<file path="config.mk">
export PLATFORM = sky130hd
export DESIGN_NAME = decimal_long_divider
export DESIGN_NICKNAME = d
export VERILOG_FILES = /design/src/sv/dld_pkg.sv /design/src/sv/dld_ctrl.sv /design/src/sv/dld_datapath.sv /design/src/sv/decimal_long_divider.sv
export SDC_FILE = /design/constraint.sdc
export NUM_CORES = 1
export LEC_CHECK = 0
export BUFFER_PORTS_ARGS = -buffer_cell sky130_fd_sc_hd__buf_2
export CORE_UTILIZATION = 60
export DETAILED_ROUTE_END_ITERATION = 6
export HOLD_SLACK_MARGIN = 0.12
export PLACE_DENSITY = 0.78
export SLEW_MARGIN = 40
export SYNTH_ARGS = -nofsm -noshare
export SYNTH_HDL_FRONTEND = slang
export SYNTH_SLANG_ARGS = --single-unit
</file>
<file path="constraint.sdc">
create_clock -name clock -period 7 [get_ports clock]
set_input_delay 1.05 -clock clock [delete_from_list [all_inputs] [get_ports clock]]
set_output_delay 1.05 -clock clock [all_outputs]
set_load 0.1 [all_outputs]
</file>
<file path="src/sv/dld_pkg.sv">
// Package for the decimal long divider: digit constants, controller states and control structs.
`default_nettype none

package dld_pkg;

   localparam int DIGIT_W     = 4;
   localparam int POS_W       = 5;
   localparam int RADIX       = 10;
   localparam int MAX_DIGIT   = 9;
   localparam int QUOT_LIMIT  = 15;

   typedef enum logic [3:0] {
      ST_IDLE,
      ST_SUB,
      ST_SUB_DRAIN,
      ST_CHECK,
      ST_ADD,
      ST_ADD_DRAIN,
      ST_SHIFT,
      ST_OUT
   } state_type;

   typedef enum logic [1:0] {
      OP_SUB,
      OP_ADD,
      OP_OUT
   } op_type;

   typedef struct packed {
      logic   load;
      logic   run_start;
      logic   zero_rsp;
      logic   pass_clear;
      logic   issue;
      op_type op;
      logic   q_inc;
      logic   shift_done;
   } cmd_type;

   typedef struct packed {
      logic last_issue;
      logic fail;
      logic q_near_cap;
      logic sh_zero;
      logic divisor_nonzero;
   } status_type;

endpackage

`default_nettype wire

</file>
<file path="src/sv/dld_ctrl.sv">
// Controller state machine for the decimal long divider.
`default_nettype none

module dld_ctrl (
   input  wire                   clock,
   input  wire                   reset,
   input  wire                   start,
   input  wire                   last_position,
   input  wire dld_pkg::status_type status,
   output dld_pkg::cmd_type      cmd,
   output logic                  busy
);
   import dld_pkg::*;

   state_type state_ff;
   state_type state_in;

   always_ff @(posedge clock) begin
      if (reset) begin
         state_ff <= ST_IDLE;
      end else begin
         state_ff <= state_in;
      end
   end

   always_comb begin
      state_in = state_ff;
      case (state_ff)
         ST_IDLE: begin
            if (start && last_position && status.divisor_nonzero) begin
               state_in = ST_SUB;
            end
         end
         ST_SUB: begin
            if (status.last_issue) begin
               state_in = ST_SUB_DRAIN;
            end
         end
         ST_SUB_DRAIN: state_in = ST_CHECK;
         ST_CHECK: begin
            if (status.fail) begin
               state_in = ST_ADD;
            end else if (status.q_near_cap) begin
               state_in = ST_SHIFT;
            end else begin
               state_in = ST_SUB;
            end
         end
         ST_ADD: begin
            if (status.last_issue) begin
               state_in = ST_ADD_DRAIN;
            end
         end
         ST_ADD_DRAIN: state_in = ST_SHIFT;
         ST_SHIFT: begin
            if (status.sh_zero) begin
               state_in = ST_OUT;
            end else begin
               state_in = ST_SUB;
            end
         end
         ST_OUT: begin
            if (status.last_issue) begin
               state_in = ST_IDLE;
            end
         end
         default: state_in = ST_IDLE;
      endcase
   end

   always_comb begin
      cmd  = '0;
      busy = 1'b1;
      case (state_ff)
         ST_IDLE: begin
            busy = 1'b0;
            if (start) begin
               cmd.load = 1'b1;
               if (last_position) begin
                  cmd.run_start  = 1'b1;
                  cmd.pass_clear = 1'b1;
                  cmd.zero_rsp   = !status.divisor_nonzero;
               end
            end
         end
         ST_SUB: begin
            cmd.issue = 1'b1;
            cmd.op    = OP_SUB;
         end
         ST_SUB_DRAIN: cmd.op = OP_SUB;
         ST_CHECK: begin
            cmd.pass_clear = 1'b1;
            cmd.q_inc      = !status.fail;
         end
         ST_ADD: begin
            cmd.issue = 1'b1;
            cmd.op    = OP_ADD;
         end
         ST_ADD_DRAIN: cmd.op = OP_ADD;
         ST_SHIFT: begin
            cmd.shift_done = 1'b1;
            cmd.pass_clear = 1'b1;
         end
         ST_OUT: begin
            cmd.issue = 1'b1;
            cmd.op    = OP_OUT;
         end
         default: begin
            cmd  = '0;
            busy = 1'b1;
         end
      endcase
   end

endmodule

`default_nettype wire

</file>
<file path="src/sv/dld_datapath.sv">
// Datapath for the decimal long divider: digit stores, digit-serial subtract and restore, result stage.
`default_nettype none

module dld_datapath #(
   parameter int DIGIT_COUNT = 32
) (
   input  wire                          clock,
   input  wire                          reset,
   input  wire dld_pkg::cmd_type        cmd,
   input  wire  [dld_pkg::DIGIT_W-1:0]  req_dividend_digit,
   input  wire  [dld_pkg::DIGIT_W-1:0]  req_divisor_digit,
   output dld_pkg::status_type          status,
   output logic                         rsp_strobe,
   output logic [dld_pkg::DIGIT_W-1:0]  rsp_quotient_digit,
   output logic [dld_pkg::DIGIT_W-1:0]  rsp_remainder_digit,
   output logic [dld_pkg::POS_W-1:0]    rsp_digit_position,
   output logic                         rsp_divide_by_zero,
   output logic                         rsp_final_digit
);
   import dld_pkg::*;

   localparam int IDX_W     = $clog2(DIGIT_COUNT);
   localparam int LP_W      = $clog2(DIGIT_COUNT + 1);
   localparam int POS_EXT_W = IDX_W + POS_W;

   logic [DIGIT_W-1:0] r_mem [DIGIT_COUNT];
   logic [DIGIT_W-1:0] d_mem [DIGIT_COUNT];
   logic [DIGIT_W-1:0] q_mem [DIGIT_COUNT];

   logic [LP_W-1:0]    lp_ff,     lp_in;
   logic [IDX_W-1:0]   cnt_m1_ff, cnt_m1_in;
   logic [IDX_W-1:0]   sh_ff,     sh_in;
   logic [IDX_W-1:0]   j_ff,      j_in;
   logic [DIGIT_W-1:0] q_ff,      q_in;
   logic               carry_ff,  carry_in;
   logic               ovf_ff,    ovf_in;
   logic               nz_low_ff, nz_low_in;
   logic               top_nz_ff, top_nz_in;
   logic               dz_ff;

   logic               s1_v_ff;
   op_type             s1_op_ff;
   logic               s1_inr_ff;
   logic               s1_last_ff;
   logic [IDX_W-1:0]   s1_addr_ff;
   logic [DIGIT_W-1:0] r_rd_ff, d_rd_ff, q_rd_ff;

   logic [DIGIT_W-1:0] dvd_clamp, dvs_clamp;
   logic [IDX_W-1:0]   load_idx;
   logic               is_top;
   logic [LP_W-1:0]    cnt_in;
   logic [IDX_W:0]     sum;
   logic               in_range;
   logic [IDX_W-1:0]   rd_addr;
   logic               last_issue;

   logic [DIGIT_W:0]   sub_val;
   logic [DIGIT_W:0]   add_val;
   logic [DIGIT_W-1:0] s1_result;
   logic               s1_carry;
   logic               s1_wr;

   logic               r_we;
   logic [IDX_W-1:0]   r_wa;
   logic [DIGIT_W-1:0] r_wd;
   logic [POS_EXT_W-1:0] pos_ext;

   assign dvd_clamp = (req_dividend_digit > DIGIT_W'(MAX_DIGIT)) ?
                      DIGIT_W'(MAX_DIGIT) : req_dividend_digit;
   assign dvs_clamp = (req_divisor_digit > DIGIT_W'(MAX_DIGIT)) ?
                      DIGIT_W'(MAX_DIGIT) : req_divisor_digit;

   assign is_top   = (lp_ff >= LP_W'(DIGIT_COUNT - 1));
   assign load_idx = is_top ? IDX_W'(DIGIT_COUNT - 1) : lp_ff[IDX_W-1:0];
   assign cnt_in   = (lp_ff == LP_W'(DIGIT_COUNT)) ? lp_ff : lp_ff + LP_W'(1);

   assign sum        = {1'b0, j_ff} + {1'b0, sh_ff};
   assign in_range   = (sum <= {1'b0, cnt_m1_ff});
   assign last_issue = (j_ff == cnt_m1_ff);

   always_comb begin
      if (cmd.op == OP_OUT) begin
         rd_addr = j_ff;
      end else if (in_range) begin
         rd_addr = sum[IDX_W-1:0];
      end else begin
         rd_addr = '0;
      end
   end

   always_comb begin
      status.last_issue      = last_issue;
      status.fail            = carry_ff || ovf_ff;
      status.q_near_cap      = (q_ff == DIGIT_W'(QUOT_LIMIT - 1));
      status.sh_zero         = (sh_ff == '0);
      status.divisor_nonzero = nz_low_ff || (dvs_clamp != '0) ||
                               (!is_top && top_nz_ff);
   end

   // digit-serial stage on the registered read data
   always_comb begin
      sub_val   = {1'b0, d_rd_ff} + {{DIGIT_W{1'b0}}, carry_ff};
      add_val   = {1'b0, r_rd_ff} + {1'b0, d_rd_ff} + {{DIGIT_W{1'b0}}, carry_ff};
      s1_result = '0;
      s1_carry  = carry_ff;
      case (s1_op_ff)
         OP_SUB: begin
            if ({1'b0, r_rd_ff} < sub_val) begin
               s1_result = DIGIT_W'({1'b0, r_rd_ff} + (DIGIT_W + 1)'(RADIX) - sub_val);
               s1_carry  = 1'b1;
            end else begin
               s1_result = DIGIT_W'({1'b0, r_rd_ff} - sub_val);
               s1_carry  = 1'b0;
            end
         end
         OP_ADD: begin
            if (add_val >= (DIGIT_W + 1)'(RADIX)) begin
               s1_result = DIGIT_W'(add_val - (DIGIT_W + 1)'(RADIX));
               s1_carry  = 1'b1;
            end else begin
               s1_result = DIGIT_W'(add_val);
               s1_carry  = 1'b0;
            end
         end
         default: begin
            s1_result = '0;
            s1_carry  = carry_ff;
         end
      endcase
      s1_wr = s1_v_ff && s1_inr_ff && (s1_op_ff != OP_OUT);
   end

   always_comb begin
      lp_in     = lp_ff;
      cnt_m1_in = cnt_m1_ff;
      sh_in     = sh_ff;
      j_in      = j_ff;
      q_in      = q_ff;
      carry_in  = carry_ff;
      ovf_in    = ovf_ff;
      nz_low_in = nz_low_ff;
      top_nz_in = top_nz_ff;

      if (s1_wr) begin
         carry_in = s1_carry;
      end
      if (s1_v_ff && !s1_inr_ff && (s1_op_ff == OP_SUB) && (d_rd_ff != '0)) begin
         ovf_in = 1'b1;
      end

      if (cmd.issue && !last_issue) begin
         j_in = j_ff + IDX_W'(1);
      end
      if (cmd.pass_clear) begin
         j_in     = '0;
         carry_in = 1'b0;
         ovf_in   = 1'b0;
      end

      if (cmd.q_inc) begin
         q_in = q_ff + DIGIT_W'(1);
      end
      if (cmd.shift_done) begin
         q_in  = '0;
         sh_in = sh_ff - IDX_W'(1);
      end

      if (cmd.load) begin
         if (cmd.run_start) begin
            lp_in     = '0;
            cnt_m1_in = IDX_W'(cnt_in - LP_W'(1));
            sh_in     = IDX_W'(cnt_in - LP_W'(1));
            q_in      = '0;
            nz_low_in = 1'b0;
            top_nz_in = 1'b0;
         end else begin
            lp_in = cnt_in;
            if (is_top) begin
               top_nz_in = (dvs_clamp != '0);
            end else begin
               nz_low_in = nz_low_ff || (dvs_clamp != '0);
            end
         end
      end
   end

   always_ff @(posedge clock) begin
      if (reset) begin
         lp_ff     <= '0;
         nz_low_ff <= 1'b0;
         top_nz_ff <= 1'b0;
         dz_ff     <= 1'b0;
         s1_v_ff   <= 1'b0;
         carry_ff  <= 1'b0;
         ovf_ff    <= 1'b0;
         j_ff      <= '0;
         q_ff      <= '0;
         sh_ff     <= '0;
         cnt_m1_ff <= '0;
      end else begin
         lp_ff     <= lp_in;
         nz_low_ff <= nz_low_in;
         top_nz_ff <= top_nz_in;
         dz_ff     <= cmd.zero_rsp;
         s1_v_ff   <= cmd.issue;
         carry_ff  <= carry_in;
         ovf_ff    <= ovf_in;
         j_ff      <= j_in;
         q_ff      <= q_in;
         sh_ff     <= sh_in;
         cnt_m1_ff <= cnt_m1_in;
      end
   end

   always_ff @(posedge clock) begin
      s1_op_ff   <= cmd.op;
      s1_inr_ff  <= in_range;
      s1_last_ff <= last_issue;
      s1_addr_ff <= rd_addr;
   end

   assign r_we = cmd.load || s1_wr;
   assign r_wa = cmd.load ? load_idx : s1_addr_ff;
   assign r_wd = cmd.load ? dvd_clamp : s1_result;

   always_ff @(posedge clock) begin
      if (r_we) begin
         r_mem[r_wa] <= r_wd;
      end
      r_rd_ff <= r_mem[rd_addr];
   end

   always_ff @(posedge clock) begin
      if (cmd.load) begin
         d_mem[load_idx] <= dvs_clamp;
      end
      d_rd_ff <= d_mem[j_ff];
   end

   always_ff @(posedge clock) begin
      if (cmd.shift_done) begin
         q_mem[sh_ff] <= q_ff;
      end
      q_rd_ff <= q_mem[j_ff];
   end

   assign pos_ext = POS_EXT_W'(s1_addr_ff);

   assign rsp_strobe          = (s1_v_ff && (s1_op_ff == OP_OUT)) || dz_ff;
   assign rsp_quotient_digit  = dz_ff ? '0 : q_rd_ff;
   assign rsp_remainder_digit = dz_ff ? '0 : r_rd_ff;
   assign rsp_digit_position  = dz_ff ? '0 : pos_ext[POS_W-1:0];
   assign rsp_divide_by_zero  = dz_ff;
   assign rsp_final_digit     = dz_ff || s1_last_ff;

endmodule

`default_nettype wire

</file>
<file path="src/sv/decimal_long_divider.sv">
// Top level of the decimal long divider: controller and datapath.
//
//   channel  ports                               handshake
//   request  req_dividend_digit, req_divisor_digit,  beat when start && !busy
//            req_last_position
//   response rsp_quotient_digit, rsp_remainder_digit, beat on each rsp_strobe cycle
//            rsp_digit_position, rsp_divide_by_zero,
//            rsp_final_digit
//
// The beat with req_last_position starts the run: with n positions, each shift runs
// subtract passes until a trial fails or the quotient digit reaches its cap, a restore
// pass when the last trial fails, and a step to store the digit; then n result beats
// on consecutive cycles. Each pass walks the digit stores one position a cycle,
// reading one position while writing back the one before.
// A zero divisor gives one beat the next cycle.
// Reset is synchronous; digit stores are not cleared. The receiver cannot stall.
`default_nettype none

module decimal_long_divider #(
   parameter int DIGIT_COUNT = 32
) (
   input  wire                          clock,
   input  wire                          reset,
   input  wire                          start,
   output logic                         busy,
   input  wire  [dld_pkg::DIGIT_W-1:0]  req_dividend_digit,
   input  wire  [dld_pkg::DIGIT_W-1:0]  req_divisor_digit,
   input  wire                          req_last_position,
   output logic                         rsp_strobe,
   output logic [dld_pkg::DIGIT_W-1:0]  rsp_quotient_digit,
   output logic [dld_pkg::DIGIT_W-1:0]  rsp_remainder_digit,
   output logic [dld_pkg::POS_W-1:0]    rsp_digit_position,
   output logic                         rsp_divide_by_zero,
   output logic                         rsp_final_digit
);
   import dld_pkg::*;

   cmd_type    cmd;
   status_type status;

   dld_ctrl u_ctrl (
      .clock         (clock),
      .reset         (reset),
      .start         (start),
      .last_position (req_last_position),
      .status        (status),
      .cmd           (cmd),
      .busy          (busy)
   );

   dld_datapath #(
      .DIGIT_COUNT (DIGIT_COUNT)
   ) u_datapath (
      .clock               (clock),
      .reset               (reset),
      .cmd                 (cmd),
      .req_dividend_digit  (req_dividend_digit),
      .req_divisor_digit   (req_divisor_digit),
      .status              (status),
      .rsp_strobe          (rsp_strobe),
      .rsp_quotient_digit  (rsp_quotient_digit),
      .rsp_remainder_digit (rsp_remainder_digit),
      .rsp_digit_position  (rsp_digit_position),
      .rsp_divide_by_zero  (rsp_divide_by_zero),
      .rsp_final_digit     (rsp_final_digit)
   );

endmodule

`default_nettype wire
</file>
==> reports/results.tsv, run 1 <==
stage	metric	value	unit
job	number of max-cap violations	0	
power	Psw	2.30	mW
drt	DRC errors left	11	
synthesis	syn nets	1346	
synthesis	count leader, synth	edfxtp_1	
floorplanning	Die ar.	32300	µm²
global_route	vias in the first global route	11000	
timing	Least-Margin Pin Slew	0.836	ns
cells_and_area	P&R area growth vs syn	10.4	%
placement	routability-driven placement congestion ratio	0.904	
timing	clock period minus worst slack	5.46	ns
clock_network	TritonCTS clock tree	built	
synthesis	Async S/R FF share, synth	0	%
cells_and_area	non-filler instance count after layout	1755	
timing	hold_ws	0.495	ns
worst_setup_path	Worst setup EP type	register	
global_route	busiest grt layer	met2	
worst_setup_path	reg2reg end	u_datapath.r_rd_ff[1]	
timing	endpoints failing hold	0	
timing	Pins Over Slew Limit	0	
synthesis	Synth Register Bits	439	
floorplanning	Die Y	180	µm
global_route	largest net degree at the start of global routing	55	
timing	Setup Viol. Count Final	0	
clock_network	worst-skew pair later-pin latency	0.56	ns
drt	Final ANT Viol Nets	0	
worst_hold_path	hold_sp	u_datapath.cnt_m1_ff[2]	
worst_setup_path	WP data required	7.42	ns
power	Logic pwr share	23.9	%
clock_network	clock root buffer	clkbuf_16	
drt	Routed WL	40.4	mm
timing	fmax	183	MHz
power	VDD IR max	0.478	mV
timing	relative slew slack	44.2	%
run_status	outcome	finished with violations	
worst_setup_path	Max Fanout on Critical Path	54	
global_route	met3 Resource Use GR	5.06	%
global_route	first-pass GRT wire length	62.7	mm
synthesis	Netlist cell types	67	
timing	Setup Skew	0.0184	ns
global_route	met2 Usage GRT	40.0	%
power	Pwr per Cell Area	355	nW/µm²
global_route	met1 Resource Use GR	36.0	%
clock_network	clock sinks	439	
worst_setup_path	r2r setup slk	1.54	ns
clock_network	CTS Hold Bufs	0	
run_status	failing checks	design-rule violations	
global_route	initial antenna violation count	0	
power	P_leak	7.03	nW
synthesis	Synth warnings	0	
placement	cell count after placement	1673	
floorplanning	row count	64	
worst_setup_path	WS Path Type	reg2reg	
worst_setup_path	most used cell, CP	ha_1	
synthesis	ys flop type	edfxtp_1	
synthesis	sequential area share after synthesis	66.6	%
drt	drt via density	6.31	
timing	period utilization	78.0	%
synthesis	Synth top area share	60.8	%
drt	DR vias	11100	
synthesis	Gate Count Post-Synth	1295	
drt	DRT Pass-1 Iters	7	
placement	Placed Area	19500	µm²
synthesis	cell accounting for the most synthesized area	edfxtp_1	
synthesis	EDFF count, synth	384	
power	sequential share of power	45.1	%
worst_hold_path	Hold Crit Depth	2	
clock_network	clock transition time at the flip-flop clock pins of the worst setup and hold paths	0.06	ns
cells_and_area	Final Net Count	1374	
floorplanning	Starting Density	61.5	%
worst_setup_path	Slowest cell on crit path	a2111oi_0	
clock_network	post-cts sizing count	0	
synthesis	post-synthesis average cell area	14.6	µm²
clock_network	total CTS buffers	43	
clock_network	post-CTS setup buffer count	0	
synthesis	Commonest cells post-synth	edfxtp_1 (384), nor2_1 (160), nand2_1 (146)	
drt	drt wl/cell	23.0	µm
clock_network	CTS max path bufs	3	
synthesis	largest cells by area after synthesis	edfxtp_1 (61%), mux4_2 (9.5%), dfxtp_1 (5.8%), nor2_1 (3.2%), nand2_1 (2.9%)	
placement	DP Wirelength	26.0	mm
floorplanning	Die X	180	µm
worst_setup_path	arrival time at the worst endpoint	5.88	ns
worst_setup_path	crit start category	register	
worst_hold_path	Worst Hold Class	reg2reg	
global_route	GRT Total Usage	25.5	%
worst_setup_path	R2R cell count	14	
worst_setup_path	Crit path largest cell delay	0.80	ns
placement	IO Port Bufs	28	
clock_network	# H-tree levels	2	
cells_and_area	Finished Cell Area	20900	µm²
power	Sw Share	31.0	%
global_route	total gr overflow	0	
floorplanning	I/O pins	29	
worst_hold_path	Hold EP	u_datapath.cnt_m1_ff[2]	
timing	Fin Setup TNS	0	ns
power	Clock Power Share	30.9	%
power	Cell Int Power	5.13	mW
timing	RSZ-0062 raised after global routing	no	
drt	initial DRC count	1288	
synthesis	Post-Syn Area	19000	µm²
cells_and_area	layout cell share with drive strength beyond 1	16.2	%
floorplanning	area of the core	30800	µm²
worst_setup_path	CP Cell Sequence	ha_1, fa_1, a21o_1, a21oi_1, xnor2_1, ha_1, a221o_1, a21oi_4, buf_4, clkinv_2, a2111oi_0, a311oi_1, a32oi_1, o221ai_1	
worst_setup_path	r2r startpoint	u_datapath.j_ff[0]	
## through the flow
stage / util, % / power, mW / setup slack, ns
floorplan: - / 4.63 / 2.96
global placement: 63.1 / 5.12 / 1.77
detailed placement: 63.3 / 5.17 / 1.73
CTS: 67.8 / 7.46 / 1.69
global route: 67.9 / 7.71 / 1.17
finish: 67.9 / 7.44 / 1.54
## cells in the final DEF, fill, tap and decap left out, drive strengths merged, types with 8 or more instances in the layout
master	count
clkbuf	56
a21oi	24
o21ai	26
a2111oi	12
xnor2	18
nor3	11
nand3	39
xor2	18
ha	34
buf	44
edfxtp	384
clkinv	17
a31oi	8
nor2b	20
inv	47
mux2i	31
mux4	80
a211oi	25
and2	10
nor2	162
a311oi	9
nand2	146
dfxtp	55
## layout make-up
cell class | count | area [µm²]
diodes | 1 | 2.50
clock buffers | 56 | 1180
clock inverters | 24 | 236
fillers | 2008 | 9890
inverters | 46 | 176
multi-input cells | 749 | 5920
flip-flops and latches | 439 | 12600
well taps | 396 | 495
repair buffers | 44 | 293
## worst max-delay path by stage
stage / depth (start not counted) / to / slack, ns / start
2_1_floorplan: 11 / u_datapath.r_mem[0][3] / 2.96 / u_datapath.d_rd_ff[0]
3_3_place_gp: 13 / u_datapath.r_rd_ff[0] / 1.77 / u_datapath.j_ff[0]
3_5_place_dp: 14 / u_datapath.r_rd_ff[1] / 1.73 / u_datapath.j_ff[0]
4_1_cts: 14 / u_datapath.r_rd_ff[1] / 1.69 / u_datapath.j_ff[0]
5_1_grt: 14 / u_datapath.r_rd_ff[1] / 1.17 / u_datapath.j_ff[0]
6_report: 14 / u_datapath.r_rd_ff[1] / 1.54 / u_datapath.j_ff[0]
## cells by family after synthesis
kind of cell | synth area share [%]
compound gates | 5.62
xor+xnor | 1.66
fa+ha+maj | 2.77
buf+inv | 2.38
flops | 66.6
mux | 11.2
simple gates | 9.75
## power groups by stage
stage | clock network (mW) | registers, mW | logic, mW
after floorplan | 0 | 3.37 | 1.26
after global placement | 0 | 3.42 | 1.70
after detailed placement | 0 | 3.42 | 1.75
after CTS | 2.33 | 3.37 | 1.76
after global routing | 2.43 | 3.36 | 1.92
final | 2.30 | 3.36 | 1.78
## worst max-delay path: cells and delay by family, from the launching register on
family / cells / cell delay, ns
compound gates: 8 / 2.44
xor+xnor: 1 / 0.28
fa+ha+maj: 3 / 1.08
buf+inv: 2 / 1.04
flops: 1 / 0.46
## flip-flops by register name (all words and copies together) (netlist names), 2 cells and up
name	count
u_datapath.q_rd_ff	4
u_datapath.s1_addr_ff	5
u_datapath.sh_ff	5
u_datapath.j_ff	5
u_ctrl.state_ff	3
u_datapath.s1_op_ff	2
u_datapath.lp_ff	6
u_datapath.d_rd_ff	4
u_datapath.r_rd_ff	4
u_datapath.q_ff	4
u_datapath.r_mem	128
u_datapath.cnt_m1_ff	5
u_datapath.q_mem	128
u_datapath.d_mem	128
## routing by layer
layer	part of all wire (%)	vias up
li1	-	4952
met1	41	5488
met2	47	534
met3	8.4	99
met4	3.0	0
met5	0	-
Note: power is estimated with default switching activity, not from simulation.
==> run 2, diff against run 1 <==
--- a/config.mk
+++ b/config.mk
@@ -5,6 +5,7 @@
 export SDC_FILE = /design/constraint.sdc
 export NUM_CORES = 1
 export LEC_CHECK = 0
+export ABC_AREA = 1
 export BUFFER_PORTS_ARGS = -buffer_cell sky130_fd_sc_hd__buf_2
 export CORE_UTILIZATION = 60
 export DETAILED_ROUTE_END_ITERATION = 6
==> constraint.sdc (replaced) <==
create_clock -name clock -period 5.7 [get_ports clock]
set_input_delay 0.855 -clock clock [delete_from_list [all_inputs] [get_ports clock]]
set_output_delay 0.855 -clock clock [all_outputs]
set_load 0.1 [all_outputs]
==> run 2 against run 1 <==
The run now ends clean; core utilization is 0.63 points lower; final area up 1.9%; via count grew 25%; total power increased by 41%; first-iteration DRC count up 32%; clock power up 26%; cell count rose by 31%; clock-buffer cell count fell by 4; area after synthesis is 2.8% higher; sequential share of layout area down 1.1 points.
==> reports/results.tsv, run 2 <==
stage	metric	value	unit	change
power	Psw	3.77	mW	was 2.30 mW
drt	initial DRC count	1702		was 1288
timing	Pins Over Slew Limit	0		unchanged
timing	clock period minus worst slack	3.97	ns	was 5.46 ns
clock_network	CTS max path bufs	3		unchanged
cells_and_area	Multi-input gate area	5810	µm²	was 5920 µm²
drt	Routed WL	45.2	mm	was 40.4 mm
global_route	GRT Total Usage	27.8	%	was 25.5%
worst_setup_path	Worst setup EP type	register		unchanged
job	number of max-cap violations	0		unchanged
power	Clock Power Share	27.6	%	was 30.9%
global_route	vias in the first global route	13300		was 11000
synthesis	largest cells by area after synthesis	edfxtp_1 (59%), nor2_1 (5.7%), dfxtp_1 (5.7%), nand2_1 (5.0%), nand3_1 (4.9%)		was edfxtp_1 (61%), mux4_2 (9.5%), dfxtp_1 (5.8%), nor2_1 (3.2%), nand2_1 (2.9%)
global_route	largest net degree at the start of global routing	71		was 55
global_route	first-pass GRT wire length	71.6	mm	was 62.7 mm
clock_network	total CTS buffers	44		was 43
power	sequential share of power	40.8	%	was 45.1%
global_route	initial antenna violation count	0		unchanged
placement	IO Port Bufs	28		unchanged
worst_setup_path	WS Path Type	reg2reg		unchanged
power	Total Power	10.5	mW	was 7.44 mW
synthesis	cell accounting for the most synthesized area	edfxtp_1		unchanged
clock_network	clock transition time at the flip-flop clock pins of the worst setup and hold paths	0.06	ns	about the same
synthesis	Netlist cell types	46		was 67
timing	period utilization	69.7	%	was 78.0%
timing	relative slew slack	49.3	%	was 44.2%
drt	DRC errors left	0		was 11
floorplanning	Die ar.	33200	µm²	was 32300 µm²
power	VDD IR max	1.54	mV	was 0.478 mV
cells_and_area	Diodes inserted	0		was 1
cells_and_area	leading cell type in the layout, fill and taps excluded	edfxtp_1		unchanged
worst_setup_path	crit start category	register		unchanged
synthesis	Async S/R FF share, synth	0	%	unchanged
clock_network	TritonCTS clock tree	built		unchanged
placement	cell count after placement	2213		was 1673
floorplanning	Die X	182	µm	was 180 µm
worst_hold_path	Worst Hold Class	reg2reg		unchanged
worst_setup_path	CP Launch Point	u_datapath.sh_ff[2]		was u_datapath.j_ff[0]
cells_and_area	most frequent cells in the layout	edfxtp_1 (384), nor2_1 (294), nand2_1 (256)		was edfxtp_1 (384), nor2_1 (160), nand2_1 (146)
clock_network	post-cts sizing count	0		unchanged
worst_setup_path	CP endpoint	u_datapath.r_rd_ff[2]		was u_datapath.r_rd_ff[1]
power	Sw Share	36.0	%	was 31.0%
floorplanning	Die Y	182	µm	was 180 µm
cells_and_area	P&R area growth vs syn	9.53	%	was 10.4%
run_status	outcome	completed		was finished with violations
drt	Final ANT Viol Nets	0		unchanged
synthesis	Commonest cells post-synth	edfxtp_1 (384), nor2_1 (296), nand2_1 (258)		was edfxtp_1 (384), nor2_1 (160), nand2_1 (146)
synthesis	Post-Syn Area	19500	µm²	was 19000 µm²
clock_network	CTS Hold Bufs	0		unchanged
synthesis	Synth top area share	59.2	%	was 60.8%
placement	DP Wirelength	28.5	mm	was 26.0 mm
worst_setup_path	arrival time at the worst endpoint	4.42	ns	was 5.88 ns
cells_and_area	Largest regs	u_datapath.d_mem x128, u_datapath.q_mem x128, u_datapath.r_mem x128		unchanged
floorplanning	Starting Density	61.4	%	was 61.5%
drt	DR vias	13800		was 11100
drt	DRT Pass-1 Iters	6		was 7
cells_and_area	# fillers	2299		was 2008
clock_network	# H-tree levels	2		unchanged
cells_and_area	non-filler instance count after layout	2291		was 1755
synthesis	post-synthesis average cell area	10.5	µm²	was 14.6 µm²
synthesis	Synth Register Bits	439		unchanged
global_route	total gr overflow	0		unchanged
synthesis	ys flop type	edfxtp_1		unchanged
synthesis	Synth warnings	0		unchanged
cells_and_area	Final Net Count	1908		was 1374
synthesis	sequential area share after synthesis	64.8	%	was 66.6%
cells_and_area	layout cell share with drive strength beyond 1	7.73	%	was 16.2%
cells_and_area	Finished Cell Area	21300	µm²	was 20900 µm²
power	Pwr per Cell Area	491	nW/µm²	was 355 nW/µm²
timing	Least-Margin Pin Slew	0.759	ns	was 0.836 ns
clock_network	clock sinks	439		unchanged
synthesis	count leader, synth	edfxtp_1		unchanged
power	Cell Int Power	6.70	mW	was 5.13 mW
timing	RSZ-0062 raised after global routing	no		unchanged
power	Logic pwr share	31.5	%	was 23.9%
worst_setup_path	WP data required	6.15	ns	was 7.42 ns
timing	Setup Viol. Count Final	0		unchanged
floorplanning	row count	65		was 64
synthesis	EDFF count, synth	384		unchanged
clock_network	clock root buffer	clkbuf_16		unchanged
floorplanning	I/O pins	29		unchanged
worst_setup_path	Max Fanout on Critical Path	34		was 54
timing	fmax	252	MHz	was 183 MHz
placement	Placed Area	19900	µm²	was 19500 µm²
placement	routability-driven placement congestion ratio	0.889		was 0.904
cells_and_area	FF+latch area	12600	µm²	unchanged
worst_setup_path	R2R cell count	22		was 14
worst_setup_path	r2r setup slk	1.73	ns	was 1.54 ns
floorplanning	area of the core	31700	µm²	was 30800 µm²
synthesis	Gate Count Post-Synth	1851		was 1295
timing	Fin Setup TNS	0	ns	unchanged
synthesis	syn nets	1902		was 1346
power	P_leak	7.84	nW	was 7.03 nW
timing	endpoints failing hold	0		unchanged
clock_network	post-CTS setup buffer count	0		unchanged
clock_network	worst-skew pair later-pin latency	0.56	ns	about the same
worst_setup_path	reg2reg end	u_datapath.r_rd_ff[2]		was u_datapath.r_rd_ff[1]
worst_setup_path	r2r startpoint	u_datapath.sh_ff[2]		was u_datapath.j_ff[0]
timing	Setup Skew	0.0288	ns	was 0.0184 ns
drt	drt wl/cell	19.7	µm	was 23.0 µm
drt	drt via density	6.04		was 6.31
## run 2: changes by cell type after synthesis, sizes merged, moves of 31 or more
cell / change
nor2: +136
o22ai: +41
nand2: +115
inv: +132
nand3: +152
mux2i: -31
o21ai: +137
mux4: -80
## run 2: layer usage
layer | track usage (%) | part of all wire [%] | wire [µm]
met1 | 38.6 | 42 | 18800
met2 | 44.6 | 47 | 21200
met3 | 5.01 | 8.8 | 3970
met4 | 9.11 | 2.6 | 1200
met5 | 0 | 0 | 0
## run 2: logic make-up (layout without fill, tap and decap cells)
kind of cell	Yosys count	in the layout	share of synthesized area [%]
and+or+nand+nor	796	796	17.3
DFF	439	439	64.8
AOI/OAI and AO/OA	293	293	8.79
buffers and inverters	266	304	5.54
adders and majority gates	39	39	2.70
xor gates and xnor gates	18	18	0.809
## run 2: stage by stage
stage               setup WS (ns)  hold WS (ns)  utilization (%)
floorplan                    2.23         0.425                -
global placement             1.97         0.434             62.7
detailed placement           1.87         0.448             62.8
CTS                          1.85         0.455             67.3
global route                 1.40         0.493             67.3
finish                       1.73         0.453             67.3
## run 2: worst max-delay path, cell delays in order, from the launching register on
cell and delay (ns):
dfxtp_1 0.48, ha_1 0.34, a21oi_1 0.17, o21ai_0 0.15
xnor2_1 0.16, inv_1 0.08, ha_1 0.30, nand2_1 0.06
inv_1 0.05, nand2_1 0.06, nand2_1 0.05, nand2_1 0.06
nand2_1 0.07, nand2_1 0.09, nand3_1 0.09, nand2_2 0.52
inv_2 0.45, nand3_1 0.21, nand3_1 0.11, nand3_1 0.15
nand2_1 0.08, nand2_1 0.06, nand2_1 0.05
## run 2: worst min path at each step
stage | from | end | slack [ns] | depth (start not counted)
6_report | u_datapath.ovf_ff | u_datapath.ovf_ff | 0.45 | 2
5_1_grt | u_datapath.ovf_ff | u_datapath.ovf_ff | 0.49 | 2
4_1_cts | u_datapath.ovf_ff | u_datapath.ovf_ff | 0.46 | 2
3_5_place_dp | u_datapath.ovf_ff | u_datapath.ovf_ff | 0.45 | 2
3_3_place_gp | u_datapath.ovf_ff | u_datapath.ovf_ff | 0.43 | 2
2_1_floorplan | u_datapath.ovf_ff | u_datapath.ovf_ff | 0.43 | 2
## run 2: power by group through the flow
stage	combinational (mW)	sequential (mW)	clock [mW]
3_5_place_dp	3.27	4.34	0
6_report	3.30	4.28	2.89
5_1_grt	3.64	4.29	3.03
2_1_floorplan	2.33	4.31	0
3_3_place_gp	3.18	4.34	0
4_1_cts	3.28	4.27	2.91
## run 2: cell type report
| cell class | instances | area share (%) |
|---|---|---|
| sequential | 439 | 59.2 |
| timing repair buffer | 48 | 1.36 |
| tap | 402 | 2.36 |
| clock inverter | 26 | 1.21 |
| clock buffer | 52 | 5.49 |
| inverter | 178 | 3.14 |
| multi-input combinational | 1146 | 27.2 |
==> run 3, diff against run 2 <==
--- a/config.mk
+++ b/config.mk
@@ -5,9 +5,9 @@
 export SDC_FILE = /design/constraint.sdc
 export NUM_CORES = 1
 export LEC_CHECK = 0
-export ABC_AREA = 1
+export ABC_AREA = 0
 export BUFFER_PORTS_ARGS = -buffer_cell sky130_fd_sc_hd__buf_2
-export CORE_UTILIZATION = 60
+export CORE_UTILIZATION = 57
 export DETAILED_ROUTE_END_ITERATION = 6
 export HOLD_SLACK_MARGIN = 0.12
 export PLACE_DENSITY = 0.78
==> constraint.sdc (replaced) <==
create_clock -name clock -period 3.5 [get_ports clock]
set_input_delay 0.525 -clock clock [delete_from_list [all_inputs] [get_ports clock]]
set_output_delay 0.525 -clock clock [all_outputs]
set_load 0.1 [all_outputs]
==> run 3 against run 2 <==
Clock power grew 55%; non-clock buffer count grew 44; critical path depth shrank 9; the flow now finishes with violations (negative setup slack); largest cell class unchanged; hold slack lost 0.033 ns; setup slack lost 1.8 ns; combinational power grew 24%; final area grew 1.6%; clock skew shrank 0.0060 ns.
==> reports/results.tsv, run 3 (synthesis gave the netlist of run 1 again) <==
stage	metric	value	unit	change
run_status	outcome	finished with violations		was completed
run_status	failing checks	negative setup slack		
clock_network	CTS max path bufs	3		unchanged
cells_and_area	Multi-input gate area	6160	µm²	was 5810 µm²
power	Sw Share	30.6	%	was 36.0%
drt	DRT Pass-1 Iters	7		was 6
cells_and_area	non-filler instance count after layout	1847		was 2291
cells_and_area	most frequent cells in the layout	edfxtp_1 (384), nor2_1 (159), nand2_1 (146)		was edfxtp_1 (384), nor2_1 (294), nand2_1 (256)
cells_and_area	Final Net Count	1422		was 1908
floorplanning	Starting Density	58.1	%	was 61.4%
worst_setup_path	WP data required	3.91	ns	was 6.15 ns
timing	Setup Viol. Count Final	4		was 0
worst_setup_path	crit start category	register		unchanged
drt	initial DRC count	1219		was 1702
timing	RSZ-0062 raised after global routing	yes		was no
cells_and_area	layout cell share with drive strength beyond 1	21.6	%	was 7.73%
placement	IO Port Bufs	28		unchanged
worst_hold_path	Worst Hold Class	in2reg		was reg2reg
cells_and_area	leading cell type in the layout, fill and taps excluded	edfxtp_1		unchanged
clock_network	clock root buffer	clkbuf_16		unchanged
worst_setup_path	Max Fanout on Critical Path	14		was 34
timing	endpoints failing hold	0		unchanged
cells_and_area	FF+latch area	12600	µm²	about the same
timing	relative slew slack	51.0	%	was 49.3%
clock_network	worst-skew pair later-pin latency	0.54	ns	was 0.56 ns
clock_network	# H-tree levels	2		unchanged
timing	clock period minus worst slack	3.60	ns	was 3.97 ns
power	Pwr per Cell Area	703	nW/µm²	was 491 nW/µm²
placement	cell count after placement	1759		was 2213
floorplanning	Die X	184	µm	was 182 µm
power	VDD IR max	0.837	mV	was 1.54 mV
drt	drt wl/cell	22.2	µm	was 19.7 µm
drt	DR vias	11200		was 13800
floorplanning	area of the core	32600	µm²	was 31700 µm²
timing	Fin Setup TNS	-0.326	ns	was 0 ns
cells_and_area	P&R area growth vs syn	14.4	%	was 9.53%
timing	setup ws final	-0.0996	ns	was 1.73 ns
timing	hold_ws	0.420	ns	was 0.453 ns
global_route	GRT Total Usage	24.6	%	was 27.8%
floorplanning	row count	66		was 65
worst_setup_path	Worst setup EP type	register		unchanged
worst_setup_path	arrival time at the worst endpoint	4.01	ns	was 4.42 ns
power	sequential share of power	43.9	%	was 40.8%
timing	fmax	278	MHz	was 252 MHz
cells_and_area	Diodes inserted	0		unchanged
global_route	initial antenna violation count	0		unchanged
clock_network	total CTS buffers	43		was 44
drt	DRC errors left	0		unchanged
clock_network	clock transition time at the flip-flop clock pins of the worst setup and hold paths	0.06	ns	about the same
cells_and_area	Largest regs	u_datapath.d_mem x128, u_datapath.q_mem x128, u_datapath.r_mem x128		unchanged
floorplanning	Die Y	184	µm	was 182 µm
power	Clock Power Share	29.3	%	was 27.6%
global_route	first-pass GRT wire length	62.8	mm	was 71.6 mm
cells_and_area	Util after Layout	66.5	%	was 67.3%
global_route	total gr overflow	0		unchanged
global_route	largest net degree at the start of global routing	49		was 71
timing	period utilization	103	%	was 69.7%
floorplanning	I/O pins	29		unchanged
power	Cell Int Power	10.6	mW	was 6.70 mW
power	P_leak	7.35	nW	was 7.84 nW
worst_setup_path	WS Path Type	reg2reg		unchanged
placement	routability-driven placement congestion ratio	0.905		was 0.889
drt	drt via density	6.09		was 6.04
timing	Pins Over Slew Limit	0		unchanged
placement	DP Wirelength	26.7	mm	was 28.5 mm
clock_network	clock sinks	439		unchanged
drt	Final ANT Viol Nets	0		unchanged
timing	Setup Skew	0.0228	ns	was 0.0288 ns
timing	Least-Margin Pin Slew	0.734	ns	was 0.759 ns
clock_network	TritonCTS clock tree	built		unchanged
drt	Routed WL	41.1	mm	was 45.2 mm
cells_and_area	# fillers	2172		was 2299
power	Logic pwr share	26.8	%	was 31.5%
job	number of max-cap violations	0		unchanged
floorplanning	Die ar.	34000	µm²	was 33200 µm²
global_route	vias in the first global route	11000		was 13300
power	Psw	4.67	mW	was 3.77 mW
[run 3: final timing paths]
kind              depth (start not counted)  slack (ns)                    end                 start
hold reg to reg                           2        0.50   u_datapath.top_nz_ff  u_datapath.top_nz_ff
setup / recovery                         13        -0.1  u_datapath.r_rd_ff[0]    u_datapath.j_ff[1]
setup reg to reg                         13        -0.1  u_datapath.r_rd_ff[0]    u_datapath.j_ff[1]
hold / removal                            2        0.42    u_datapath.lp_ff[3]                 reset
[run 3: power by group through the flow]
stage / Sequential [mW] / Clock [mW] / Combinational, mW
floorplan: 6.72 / 0 / 2.54
global placement: 6.78 / 0 / 3.71
detailed placement: 6.79 / 0 / 3.82
CTS: 6.68 / 4.53 / 3.92
global route: 6.70 / 4.73 / 4.40
finish: 6.69 / 4.47 / 4.08
[run 3: metal layers]
| metal | vias up | GRT usage (%) | wire [µm] |
|---|---|---|---|
| met4 | 0 | 8.03 | 981 |
| met3 | 77 | 4.25 | 3250 |
| met2 | 533 | 38.8 | 19800 |
| met1 | 5592 | 35.1 | 17000 |
| li1 | 5044 | - | - |
| met5 | - | 0 | 0 |
[run 3: area by class of cell]
| cell class | instances | area share, % |
|---|---|---|
| inverters | 46 | 0.842 |
| well taps | 442 | 2.55 |
| clock buffers | 72 | 6.21 |
| repair buffers | 92 | 3.54 |
| flip-flops and latches | 439 | 58.3 |
| clock inverters | 7 | 0.190 |
| multi-input cells | 749 | 28.4 |
[run 3: repair_timing]
item / CTS / global route
buffers inserted: 0 / 8
resized for setup: 23 / 32
pin swaps: 5 / 18
gates cloned: 0 / 1
hold buffers: 0 / 0
setup endpoints to repair: 4 / 4
[run 3: metrics by stage]
| stage | setup WS (ns) | total power [mW] | cell area, µm² |
|---|---|---|---|
| after floorplan | 0.00651 | 9.26 | 19000 |
| after global placement | -0.0551 | 10.5 | 19900 |
| after detailed placement | -0.109 | 10.6 | 20000 |
| after CTS | -0.0234 | 15.1 | 21400 |
| after global routing | -0.230 | 15.8 | 21700 |
| final | -0.0996 | 15.2 | 21700 |
[run 3: critical path, cell delays in order (launching register included)]
cell and delay [ns]:
dfxtp_2 0.33, ha_1 0.30, a21oi_2 0.17, o21bai_1 0.11, xor2_1 0.22, ha_1 0.29
and4_1 0.20, a221o_2 0.48, a41o_1 0.31, buf_12 0.17, a2111oi_1 0.42, a311oi_1 0.14
a32oi_1 0.21, o221ai_1 0.14
